==> src/swag_pkg.sv <==
// shared types and constants of the strided window address generator
`timescale 1ns / 1ps

package swag_pkg;

    // configuration port
    localparam int CFG_IDX_W  = 3;
    localparam int CFG_DATA_W = 64;
    localparam int MAX_AXES   = 7;

    // field positions inside one axis register
    localparam int EXT_LSB   = 0;
    localparam int FIRST_LSB = 16;
    localparam int JUMP_LSB  = 32;
    localparam int COUNT_LSB = 48;

    // width of the index ports
    localparam int OUT_W = 32;

    // odometer signals that ripple from cell to cell
    typedef struct packed {
        logic carry;
        logic fin;
    } chain_t;

    // setup sequencer status seen by the top level
    typedef struct packed {
        logic busy;
        logic shift;
        logic done;
        logic err;
        logic all_one;
    } setup_stat_t;

endpackage

==> src/swag_div.sv <==
// restoring divider, one quotient bit per cycle
`timescale 1ns / 1ps

module swag_div #(
    parameter int WIDTH = 16
) (
    input  logic             aclk,
    input  logic             aresetn,
    input  logic             start,
    input  logic [WIDTH-1:0] dividend,
    input  logic [WIDTH-1:0] divisor,
    output logic             done,
    output logic [WIDTH-1:0] quotient
);

    localparam int CNT_W = $clog2(WIDTH + 1);

    logic [WIDTH-1:0] rem_reg;
    logic [WIDTH-1:0] quo_reg;
    logic [WIDTH-1:0] den_reg;
    logic [CNT_W-1:0] cnt_reg;
    logic             done_reg;
    logic [WIDTH:0]   shifted;
    logic [WIDTH:0]   diff;

    assign shifted = {rem_reg, quo_reg[WIDTH-1]};
    assign diff    = shifted - {1'b0, den_reg};

    always_ff @(posedge aclk) begin
        if (!aresetn) begin
            cnt_reg  <= '0;
            done_reg <= 1'b0;
        end else if (start) begin
            cnt_reg  <= CNT_W'(WIDTH);
            done_reg <= 1'b0;
        end else if (cnt_reg != '0) begin
            cnt_reg  <= cnt_reg - CNT_W'(1);
            done_reg <= (cnt_reg == CNT_W'(1));
        end else begin
            done_reg <= 1'b0;
        end
    end

    always_ff @(posedge aclk) begin
        if (start) begin
            rem_reg <= '0;
            quo_reg <= dividend;
            den_reg <= divisor;
        end else if (cnt_reg != '0) begin
            if (!diff[WIDTH]) begin
                rem_reg <= diff[WIDTH-1:0];
                quo_reg <= {quo_reg[WIDTH-2:0], 1'b1};
            end else begin
                rem_reg <= shifted[WIDTH-1:0];
                quo_reg <= {quo_reg[WIDTH-2:0], 1'b0};
            end
        end
    end

    assign done     = done_reg;
    assign quotient = quo_reg;

endmodule

==> src/swag_cell.sv <==
// one odometer cell: position, count and index step of one axis
`timescale 1ns / 1ps

module swag_cell import swag_pkg::*; #(
    parameter int EXTENT_BITS = 16,
    parameter int INDEX_BITS  = 32
) (
    input  logic                   aclk,
    input  logic                   aresetn,
    input  logic                   step_en,
    input  logic                   load_en,
    input  logic [EXTENT_BITS-1:0] load_cnt_m1,
    input  logic [INDEX_BITS-1:0]  load_delta,
    input  chain_t                 chain_in,
    input  logic [INDEX_BITS-1:0]  acc_in,
    output logic [EXTENT_BITS-1:0] cnt_m1_out,
    output logic [INDEX_BITS-1:0]  delta_out,
    output chain_t                 chain_out,
    output logic [INDEX_BITS-1:0]  acc_out
);

    logic [EXTENT_BITS-1:0] pos_reg;
    logic [EXTENT_BITS-1:0] pos_next;
    logic [EXTENT_BITS-1:0] pos_step;
    logic [EXTENT_BITS-1:0] cnt_m1_reg;
    logic [INDEX_BITS-1:0]  delta_reg;
    logic                   at_end;
    logic                   inc;
    logic                   wrap;

    assign at_end = (pos_reg == cnt_m1_reg);
    assign inc    = chain_in.carry && !at_end;
    assign wrap   = chain_in.carry && at_end;

    always_comb begin
        if (inc) begin
            pos_step = pos_reg + EXTENT_BITS'(1);
        end else if (wrap) begin
            pos_step = '0;
        end else begin
            pos_step = pos_reg;
        end
        if (load_en) begin
            pos_next = '0;
        end else if (step_en) begin
            pos_next = pos_step;
        end else begin
            pos_next = pos_reg;
        end
    end

    always_ff @(posedge aclk) begin
        if (!aresetn) begin
            pos_reg    <= '0;
            cnt_m1_reg <= '0;
        end else begin
            pos_reg <= pos_next;
            if (load_en) begin
                cnt_m1_reg <= load_cnt_m1;
            end
        end
    end

    always_ff @(posedge aclk) begin
        if (load_en) begin
            delta_reg <= load_delta;
        end
    end

    assign chain_out.carry = wrap;
    assign chain_out.fin   = chain_in.fin && (pos_step == cnt_m1_reg);
    assign acc_out         = acc_in | (inc ? delta_reg : '0);
    assign cnt_m1_out      = cnt_m1_reg;
    assign delta_out       = delta_reg;

endmodule

==> src/swag_setup.sv <==
// restart sequencer: resolves each axis and works out strides and steps
`timescale 1ns / 1ps

module swag_setup import swag_pkg::*; #(
    parameter int NUM_AXES    = 7,
    parameter int EXTENT_BITS = 16,
    parameter int INDEX_BITS  = 32
) (
    input  logic                                     aclk,
    input  logic                                     aresetn,
    input  logic                                     start,
    input  logic [NUM_AXES-1:0][4*EXTENT_BITS-1:0]   cfg_window,
    output setup_stat_t                              stat,
    output logic [EXTENT_BITS-1:0]                   cnt_m1,
    output logic [INDEX_BITS-1:0]                    delta,
    output logic [INDEX_BITS-1:0]                    src_start
);

    localparam int EB    = EXTENT_BITS;
    localparam int AX_W  = (NUM_AXES > 1) ? $clog2(NUM_AXES) : 1;
    localparam int MA_W  = (INDEX_BITS > EXTENT_BITS) ? INDEX_BITS : EXTENT_BITS;
    localparam int P_W   = MA_W + EXTENT_BITS;
    localparam int CHK_W = 2 * EXTENT_BITS + 1;

    typedef enum logic [8:0] {
        S_IDLE  = 9'b000000001,
        S_FETCH = 9'b000000010,
        S_DIV   = 9'b000000100,
        S_ERR   = 9'b000001000,
        S_BASE  = 9'b000010000,
        S_SSTR  = 9'b000100000,
        S_SPAN  = 9'b001000000,
        S_STR   = 9'b010000000,
        S_SHIFT = 9'b100000000
    } state_t;

    state_t                 state_reg;
    state_t                 state_next;
    logic [AX_W-1:0]        ax_reg;
    logic [EB-1:0]          ext_reg;
    logic [EB-1:0]          first_reg;
    logic [EB-1:0]          jump_reg;
    logic [EB-1:0]          cnt_m1_reg;
    logic [INDEX_BITS-1:0]  stride_reg;
    logic [INDEX_BITS-1:0]  cumspan_reg;
    logic [INDEX_BITS-1:0]  delta_reg;
    logic [INDEX_BITS-1:0]  src_start_reg;
    logic [P_W-1:0]         mul_reg;
    logic                   err_reg;
    logic                   all_one_reg;

    logic [4*EB-1:0]        win;
    logic [EB-1:0]          f_ext;
    logic [EB-1:0]          f_first;
    logic [EB-1:0]          f_jump;
    logic [EB-1:0]          f_count;
    logic                   div_start;
    logic                   div_done;
    logic [EB-1:0]          div_q;
    logic [MA_W-1:0]        mul_a;
    logic [EB-1:0]          mul_b;
    logic [CHK_W-1:0]       reach;
    logic                   last_axis;

    assign win     = cfg_window[ax_reg];
    assign f_ext   = win[EB-1:0];
    assign f_first = win[EB +: EB];
    assign f_jump  = (win[2*EB +: EB] == '0) ? EB'(1) : win[2*EB +: EB];
    assign f_count = win[3*EB +: EB];

    assign last_axis = (ax_reg == AX_W'(NUM_AXES - 1));
    assign div_start = (state_reg == S_FETCH) && (f_count == '0) && (f_first < f_ext);

    // furthest position the window touches, plus one
    assign reach = CHK_W'(first_reg) + CHK_W'(1) + CHK_W'(mul_reg[2*EB-1:0]);

    swag_div #(
        .WIDTH(EB)
    ) u_div (
        .aclk     (aclk),
        .aresetn  (aresetn),
        .start    (div_start),
        .dividend (f_ext - f_first - EB'(1)),
        .divisor  (f_jump),
        .done     (div_done),
        .quotient (div_q)
    );

    // shared multiplier operands
    always_comb begin
        mul_a = MA_W'(stride_reg);
        mul_b = first_reg;
        case (state_reg)
            S_ERR: begin
                mul_a = MA_W'(jump_reg);
                mul_b = cnt_m1_reg;
            end
            S_SSTR: mul_b = jump_reg;
            S_SPAN: begin
                mul_a = MA_W'(mul_reg[INDEX_BITS-1:0]);
                mul_b = cnt_m1_reg;
            end
            S_STR: mul_b = ext_reg;
            default: mul_b = first_reg;
        endcase
    end

    always_comb begin
        state_next = state_reg;
        unique case (state_reg)
            S_IDLE:  if (start) state_next = S_FETCH;
            S_FETCH: state_next = div_start ? S_DIV : S_ERR;
            S_DIV:   if (div_done) state_next = S_ERR;
            S_ERR:   state_next = S_BASE;
            S_BASE:  state_next = S_SSTR;
            S_SSTR:  state_next = S_SPAN;
            S_SPAN:  state_next = S_STR;
            S_STR:   state_next = S_SHIFT;
            S_SHIFT: state_next = last_axis ? S_IDLE : S_FETCH;
            default: state_next = S_IDLE;
        endcase
    end

    always_ff @(posedge aclk) begin
        if (!aresetn) begin
            state_reg     <= S_IDLE;
            ax_reg        <= '0;
            src_start_reg <= '0;
            err_reg       <= 1'b0;
            all_one_reg   <= 1'b1;
        end else begin
            state_reg <= state_next;
            case (state_reg)
                S_IDLE: begin
                    if (start) begin
                        ax_reg        <= '0;
                        src_start_reg <= '0;
                        err_reg       <= 1'b0;
                        all_one_reg   <= 1'b1;
                    end
                end
                S_ERR:   all_one_reg   <= all_one_reg && (cnt_m1_reg == '0);
                S_BASE:  err_reg       <= err_reg || (CHK_W'(ext_reg) < reach);
                S_SSTR:  src_start_reg <= src_start_reg + mul_reg[INDEX_BITS-1:0];
                S_SHIFT: if (!last_axis) ax_reg <= ax_reg + AX_W'(1);
                default: ax_reg        <= ax_reg;
            endcase
        end
    end

    always_ff @(posedge aclk) begin
        mul_reg <= P_W'(mul_a) * P_W'(mul_b);
        case (state_reg)
            S_IDLE: begin
                stride_reg  <= INDEX_BITS'(1);
                cumspan_reg <= '0;
            end
            S_FETCH: begin
                ext_reg    <= f_ext;
                first_reg  <= f_first;
                jump_reg   <= f_jump;
                cnt_m1_reg <= (f_count == '0) ? '0 : f_count - EB'(1);
            end
            S_DIV:   if (div_done) cnt_m1_reg <= div_q;
            S_SPAN:  delta_reg   <= mul_reg[INDEX_BITS-1:0] - cumspan_reg;
            S_STR:   cumspan_reg <= cumspan_reg + mul_reg[INDEX_BITS-1:0];
            S_SHIFT: stride_reg  <= mul_reg[INDEX_BITS-1:0];
            default: cumspan_reg <= cumspan_reg;
        endcase
    end

    assign stat.busy    = (state_reg != S_IDLE);
    assign stat.shift   = (state_reg == S_SHIFT);
    assign stat.done    = (state_reg == S_SHIFT) && last_axis;
    assign stat.err     = err_reg;
    assign stat.all_one = all_one_reg;
    assign cnt_m1       = cnt_m1_reg;
    assign delta        = delta_reg;
    assign src_start    = src_start_reg;

endmodule

==> src/strided_window_address_generator_core.sv <==
// top level of the strided window address generator
`timescale 1ns / 1ps

// Walks a strided window of a row-major array of up to seven axes and emits,
// per beat, the source index in the full array and the destination index in
// the window, plus last and bad_window flags.
// - config: write cfg_wdata to axis register cfg_addr while the block is idle;
//   registers are sampled only by a restart beat
// - input beat with s_restart high: the setup sequencer resolves every axis
//   (one shared multiplier, one bit-serial divider) and shifts its count and
//   index step into the chain of odometer cells, axis 0 ending in cell 0;
//   per axis it fetches, divides only for an axis whose count field is zero
//   and whose first position lies inside the extent, then checks, multiplies
//   and shifts, and s_ready stays low meanwhile
// - input beat with s_restart low: the cells ripple the carry combinationally,
//   one add updates the source index; the result is ready the next cycle and
//   one beat per cycle is sustained while m_ready stays high
// - the result sits in an output register; a new advance beat is taken in
//   the same cycle the waiting result is taken, and s_ready drops while the
//   receiver stalls
// - reset: all axes extent 1, count 1; advances before any restart return
//   index 0, last set, bad_window clear

module strided_window_address_generator_core import swag_pkg::*; #(
    parameter int NUM_AXES    = 7,
    parameter int EXTENT_BITS = 16,
    parameter int INDEX_BITS  = 32
) (
    input  logic                  aclk,
    input  logic                  aresetn,
    input  logic                  cfg_wr_en,
    input  logic [CFG_IDX_W-1:0]  cfg_addr,
    input  logic [CFG_DATA_W-1:0] cfg_wdata,
    input  logic                  s_valid,
    output logic                  s_ready,
    input  logic                  s_restart,
    output logic                  m_valid,
    input  logic                  m_ready,
    output logic [OUT_W-1:0]      m_src_index,
    output logic [OUT_W-1:0]      m_dst_index,
    output logic                  m_last,
    output logic                  m_bad_window
);

    localparam int EB    = EXTENT_BITS;
    localparam int DST_W = (INDEX_BITS < OUT_W) ? INDEX_BITS : OUT_W;

    // axis registers, packed {count, jump, first, extent}
    logic [NUM_AXES-1:0][4*EB-1:0] cfg_reg;

    setup_stat_t            stat;
    logic [EB-1:0]          setup_cnt_m1;
    logic [INDEX_BITS-1:0]  setup_delta;
    logic [INDEX_BITS-1:0]  src_start;

    // chain wiring, index i feeds cell i
    chain_t                 chain [0:NUM_AXES];
    logic [INDEX_BITS-1:0]  acc   [0:NUM_AXES];
    logic [EB-1:0]          cell_cnt   [0:NUM_AXES-1];
    logic [INDEX_BITS-1:0]  cell_delta [0:NUM_AXES-1];

    logic [INDEX_BITS-1:0]  src_reg;
    logic [DST_W-1:0]       dst_reg;
    logic                   last_reg;
    logic                   bad_reg;
    logic                   m_valid_reg;

    logic                   in_beat;
    logic                   adv;
    logic                   restart_beat;

    // input opens when setup is idle and the output register is empty or being taken
    assign s_ready      = !stat.busy && (!m_valid_reg || m_ready);
    assign in_beat      = s_valid && s_ready;
    assign adv          = in_beat && !s_restart;
    assign restart_beat = in_beat && s_restart;

    // config register file
    for (genvar i = 0; i < NUM_AXES; i++) begin : g_cfg
        always_ff @(posedge aclk) begin
            if (!aresetn) begin
                cfg_reg[i] <= {EB'(1), EB'(1), EB'(0), EB'(1)};
            end else if (cfg_wr_en && (cfg_addr == CFG_IDX_W'(i))) begin
                cfg_reg[i] <= {cfg_wdata[COUNT_LSB +: EB], cfg_wdata[JUMP_LSB +: EB],
                               cfg_wdata[FIRST_LSB +: EB], cfg_wdata[EXT_LSB +: EB]};
            end
        end
    end

    swag_setup #(
        .NUM_AXES    (NUM_AXES),
        .EXTENT_BITS (EXTENT_BITS),
        .INDEX_BITS  (INDEX_BITS)
    ) u_setup (
        .aclk       (aclk),
        .aresetn    (aresetn),
        .start      (restart_beat),
        .cfg_window (cfg_reg),
        .stat       (stat),
        .cnt_m1     (setup_cnt_m1),
        .delta      (setup_delta),
        .src_start  (src_start)
    );

    // odometer: carry enters at axis 0, fastest axis
    assign chain[0].carry = 1'b1;
    assign chain[0].fin   = 1'b1;
    assign acc[0]         = '0;

    for (genvar i = 0; i < NUM_AXES; i++) begin : g_cell
        logic [EB-1:0]         ld_cnt;
        logic [INDEX_BITS-1:0] ld_delta;

        // setup results shift in at the top cell and move down one per axis
        if (i == NUM_AXES - 1) begin : g_top
            assign ld_cnt   = setup_cnt_m1;
            assign ld_delta = setup_delta;
        end else begin : g_mid
            assign ld_cnt   = cell_cnt[i+1];
            assign ld_delta = cell_delta[i+1];
        end

        swag_cell #(
            .EXTENT_BITS (EXTENT_BITS),
            .INDEX_BITS  (INDEX_BITS)
        ) u_cell (
            .aclk        (aclk),
            .aresetn     (aresetn),
            .step_en     (adv),
            .load_en     (stat.shift),
            .load_cnt_m1 (ld_cnt),
            .load_delta  (ld_delta),
            .chain_in    (chain[i]),
            .acc_in      (acc[i]),
            .cnt_m1_out  (cell_cnt[i]),
            .delta_out   (cell_delta[i]),
            .chain_out   (chain[i+1]),
            .acc_out     (acc[i+1])
        );
    end

    // running indices and flags, which are also the output register
    always_ff @(posedge aclk) begin
        if (stat.done) begin
            src_reg  <= src_start;
            dst_reg  <= '0;
            last_reg <= stat.all_one;
        end else if (adv) begin
            // carry out of the last cell: window finished, wrap to first element
            if (chain[NUM_AXES].carry) begin
                src_reg <= src_start;
                dst_reg <= '0;
            end else begin
                src_reg <= src_reg + acc[NUM_AXES];
                dst_reg <= dst_reg + DST_W'(1);
            end
            last_reg <= chain[NUM_AXES].fin;
        end
    end

    always_ff @(posedge aclk) begin
        if (!aresetn) begin
            m_valid_reg <= 1'b0;
            bad_reg     <= 1'b0;
        end else begin
            if (stat.done || adv) begin
                m_valid_reg <= 1'b1;
            end else if (m_ready) begin
                m_valid_reg <= 1'b0;
            end
            if (stat.done) begin
                bad_reg <= stat.err;
            end
        end
    end

    assign m_valid      = m_valid_reg;
    assign m_src_index  = OUT_W'(src_reg);
    assign m_dst_index  = OUT_W'(dst_reg);
    assign m_last       = last_reg;
    assign m_bad_window = bad_reg;

`ifndef SYNTHESIS
    // no beat slips in while the sequencer rebuilds the chain
    a_no_beat_in_setup: assert property (@(posedge aclk) disable iff (!aresetn)
        stat.busy |-> !s_ready)
        else $error("input beat possible during setup");

    // a restart beat always starts the sequencer
    a_restart_starts: assert property (@(posedge aclk) disable iff (!aresetn)
        restart_beat |=> stat.busy)
        else $error("restart did not start setup");

    // end of setup presents the first pair
    a_done_shows: assert property (@(posedge aclk) disable iff (!aresetn)
        stat.done |=> (m_valid && (m_dst_index == '0)))
        else $error("first pair missing after setup");

    // wrapping the whole window returns the destination index to zero
    a_wrap_dst: assert property (@(posedge aclk) disable iff (!aresetn)
        (adv && chain[NUM_AXES].carry) |=> (dst_reg == '0))
        else $error("destination index not cleared on wrap");

    // a waiting result that is not taken keeps the input closed
    a_stall_blocks: assert property (@(posedge aclk) disable iff (!aresetn)
        (m_valid && !m_ready) |-> !s_ready)
        else $error("input beat possible while result stalled");
`endif

endmodule

==> config.mk <==
export PLATFORM = sky130hd
export DESIGN_NAME = strided_window_address_generator_core
export DESIGN_NICKNAME = d
export VERILOG_FILES = /design/src/swag_pkg.sv /design/src/swag_div.sv /design/src/swag_cell.sv /design/src/swag_setup.sv /design/src/strided_window_address_generator_core.sv
export SDC_FILE = /design/constraint.sdc
export NUM_CORES = 2
export LEC_CHECK = 0
export BUFFER_PORTS_ARGS = -buffer_cell sky130_fd_sc_hd__buf_2
export CAP_MARGIN = 25
export CORE_MARGIN = 10
export CORE_UTILIZATION = 60
export CTS_BUF_LIST = sky130_fd_sc_hd__clkbuf_4
export CTS_CLUSTER_DIAMETER = 80
export DETAILED_ROUTE_END_ITERATION = 8
export PLACE_DENSITY = 0.83
export SLEW_MARGIN = 20
export SYNTH_ARGS = -nofsm -noshare
export SYNTH_HDL_FRONTEND = slang
export SYNTH_SLANG_ARGS = --single-unit
==> constraint.sdc <==
create_clock -name aclk -period 8.5 [get_ports aclk]
set_clock_uncertainty 0.05 [all_clocks]
set_input_delay 1.7 -clock aclk [delete_from_list [all_inputs] [get_ports aclk]]
set_output_delay 1.7 -clock aclk [all_outputs]
set_load 0.01 [all_outputs]
==> results.md <==
- The buffer cell driving the clock tree root is clkbuf_4.
- The gate count after technology mapping is 8691.
- In this run the register-to-register setup slack is 0.27 ns.
- The number of DRC markers after the initial detailed-route iteration is 7419.
- The total number of nets in the final design is 9463.
- The class of the most critical setup path is reg2reg.
- For this design the ratio of total power to cell area is 225 nW/µm².
- The total number of vias is 66400.
- In the global route stage, overall resource usage came out at 31.5%.
- The tree built by TritonCTS fans out to 1255 sinks.
- The number of antenna violations at the first check in global routing is 23.
- IR analysis of the VDD net gives a maximum drop of 0.000170 V.
- The final weighted congestion in routability-driven placement is 0.992.
- The synthesized netlist occupies a cell area of 77200 µm².
- The run finished, with violations left.
- The core region is 128000 µm².
- The first global-routing pass estimated 361 mm of wire.
- The number of optimization iterations in the first detailed-route pass is 9.
- Counting stages on the worst path, the most repeated cell is fa_1.
- Of the synthesized area, sequential elements account for 38.4%.
- After synthesis the netlist holds a flip-flop and latch count of 1255.
- The mean instance size in the synthesized netlist is 8.88 µm².
- Headroom to the max-slew limit came out at 17.1%.
- For this configuration, the core starts out at a cell density of 60.4%.
- The maximum net fanout on the critical path is 36.
- STA classifies the critical path endpoint as a flop.
- The worst register-to-register path ends at u_setup.mul_reg[31]$_DFF_P_.
- The final critical-path share of the clock period is 96.8%.
- The count of pins on the block boundary is 141.
- In this design, the stage delay of the slowest critical-path cell is 0.61 ns.
- The flip-flop count of the largest register after layout is 448.
- The warning count from the yosys run is 0.
- The clock period could shrink to 8.23 ns.
- The library cell contributing the largest single delay on the critical path is or4_1.
- The number of placed instances, taps included, is 10100.
- In this run the horizontal extent of the chip is 379 µm.
- For this run, the leading register cell type out of synthesis is dfxtp_1.
- Across all setup checks in the final design, the least slack found is 0.269 ns.
- Timing would allow up to 121 MHz.
- Adding up every negative setup slack in the final design gives 0 ns.
- Tracing the worst setup path back leads to its startpoint at u_setup.state_reg[8]$_SDFFE_PN0P_.
- STA puts the critical path data required time at 9.54 ns.
- The number of failing setup endpoints in the final timing report is 0.
- Dividing the detail-routed wire length by the instance count gives 21.4 µm.
- Leaving out fill and tap cells, the most frequent cells in the layout are nand2_1, dfxtp_1, nor2_1.
- Row generation in the floorplan step produced 131 rows.
- The post-CTS clock slew at the launch and capture registers of the worst setup and hold paths is 0.07 ns.
- Along the worst hold path, the cell count comes to 0.
- After detailed routing, the number of vias per cell comes to 6.21.
- Summing internal, switching and leakage power gives 18.8 mW.
- The H-tree was split into 5 levels.
- Counting flops with a built-in enable in the synthesized netlist gives 449.
- The checks that failed: design-rule violations.
- The overflow left after global routing is 0.
- The share of post-route cells with drive strength above 1 is 11.0%.
- The pre-CTS worst setup slack is 0.139 ns.
- The later pin in the worst-skew pair is clocked with a latency of 1.38 ns.
- The utilization after layout is 65.5%.
- The count of final max-slew check failures is 0.
- The sum of net half-perimeters after detailed placement is 160 mm.
- Port buffering added 140 buffers.
- STA classifies the critical path startpoint as a flop.
- The number of nets handed over by synthesis was 9356.
- The max-cap violation count is 0.
- The count of distinct cell types in the synthesized netlist is 91.
- The total count of hold-check failures in the final report is 0.
- The layer flagged by global routing as most heavily used is met2.
- The met1 demand-to-capacity share in global routing is 40.2%.
- The met3 capacity usage during global routing is 7.21%.
- The depth of the most critical reg-to-reg path is 28.
- In this run the critical register-to-register path is launched from u_setup.state_reg[8]$_SDFFE_PN0P_.
- From synthesis to final layout, the design area changed by 8.41%.
- For this design the static power due to leakage is 32.2 nW.
- The most common cell after layout, fill and taps aside is nand2_1.
- The kind of path behind the tightest hold check is reg2reg.
- The die area is 143000 µm².
- The slew at the pin closest to its max-slew limit is 1.21 ns.
- The aggregate routed wire length is 229 mm.
- In the synthesized netlist the async set-or-reset flop fraction comes to 0%.
- The hold path startpoint is u_setup.delta[16]$_DFFE_PN_.
- The number of buffers created by CTS is 345.
- The clock passes through at most 4 buffers.
- The remaining number of nets flagged by the antenna check after routing is 0.
- The met2 usage is 49.9%.
- The number of global-route vias before repair is 65200.
- The most critical setup path has its endpoint at u_setup.mul_reg[31]$_DFF_P_.
- The die outline height is 379 µm.
- TritonCTS built the clock tree.
- The largest net degree at the start of global routing is 294.
- After detailed routing, the number of remaining DRC violations is 1.
- The count of placed standard cells in the final layout, fillers left out is 10700.
- The worst endpoint data arrival time is 9.27 ns.
## logic make-up after synthesis
| group | share of synthesized area (%) |
|---|---|
| buf+inv | 5.17 |
| mux | 3.28 |
| xor+xnor | 5.00 |
| fa+ha+maj | 12.6 |
| simple gates | 18.8 |
| compound gates | 16.7 |
| flops | 38.4 |
## synthesized netlist by cell type (all sizes together), types with 23 or more instances
master	instances	area (µm²)
mux2	26	293
and3	61	382
ha	281	3520
nor4	57	442
edfxtp	449	13500
nand3	166	831
nand2	1797	6750
buf	71	312
fa	311	6230
o21bai	26	195
a221oi	56	490
o21a	40	300
clkbuf	469	1760
xor2	141	1230
mux2i	80	801
a21boi	558	4190
a31oi	44	275
dfxtp	806	16100
nand2b	58	363
nand3b	23	173
a21o	90	676
a211oi	52	390
a221o	28	280
mux4	64	1440
inv	510	1910
o211ai	23	173
nor2b	54	338
o21ai	315	1580
a21oi	347	1740
or3	55	344
and2	103	644
nor3	121	611
xnor2	297	2600
nor2	615	2310
a22oi	101	758
nand4	80	515
or4	27	203
## where the power goes
part | switching [mW] | internal [mW] | total (mW)
combinational | 3.85 | 2.62 | 6.48
sequential | 0.373 | 6.62 | 6.99
clock | 2.53 | 2.83 | 5.36
## per-stage QoR
stage / cell area, µm² / hold slack (ns)
5_1_grt: 83600 / 0.328
4_1_cts: 83500 / 0.302
6_report: 83700 / 0.314
2_1_floorplan: 77200 / 0.350
3_3_place_gp: 79300 / 0.352
3_5_place_dp: 79300 / 0.355
## area by class of cell
class / instances / area [µm²]
multi-input cells: 6386 / 43800
diodes: 18 / 45.0
flip-flops and latches: 1255 / 29600
well taps: 1662 / 2080
inverters: 510 / 1920
fillers: 10100 / 44000
clock inverters: 64 / 360
repair buffers: 300 / 2010
clock buffers: 508 / 3810
## critical path, delay by kind of cell (launching register included)
family	cells	cell delay, ns
compound gates	9	1.91
xor+xnor	1	0.26
fa+ha+maj	7	3.38
buf+inv	5	0.60
flops	1	0.41
simple gates	6	1.39
## layer usage
| metal | wire length, µm | vias up |
|---|---|---|
| li1 | - | 30300 |
| met1 | 90500 | 31900 |
| met2 | 104000 | 3462 |
| met3 | 23200 | 704 |
| met4 | 11200 | 16 |
| met5 | 112 | - |
## worst min-delay path by stage
stage                                          endpoint  slack, ns
2_1_floorplan   g_cell[6].u_cell.delta_out[0]$_DFFE_PN_       0.35
3_3_place_gp   g_cell[6].u_cell.delta_out[24]$_DFFE_PN_       0.35
3_5_place_dp   g_cell[6].u_cell.delta_out[12]$_DFFE_PN_       0.35
4_1_cts        g_cell[6].u_cell.delta_out[16]$_DFFE_PN_       0.30
5_1_grt        g_cell[6].u_cell.delta_out[16]$_DFFE_PN_       0.33
6_report       g_cell[6].u_cell.delta_out[16]$_DFFE_PN_       0.31
## repair_timing
item,in CTS,in global routing
gates resized for setup,0,17
endpoints found under the setup margin,0,3
setup buffers,0,3
hold buffers,0,0
(Power assumes the default switching activity.)
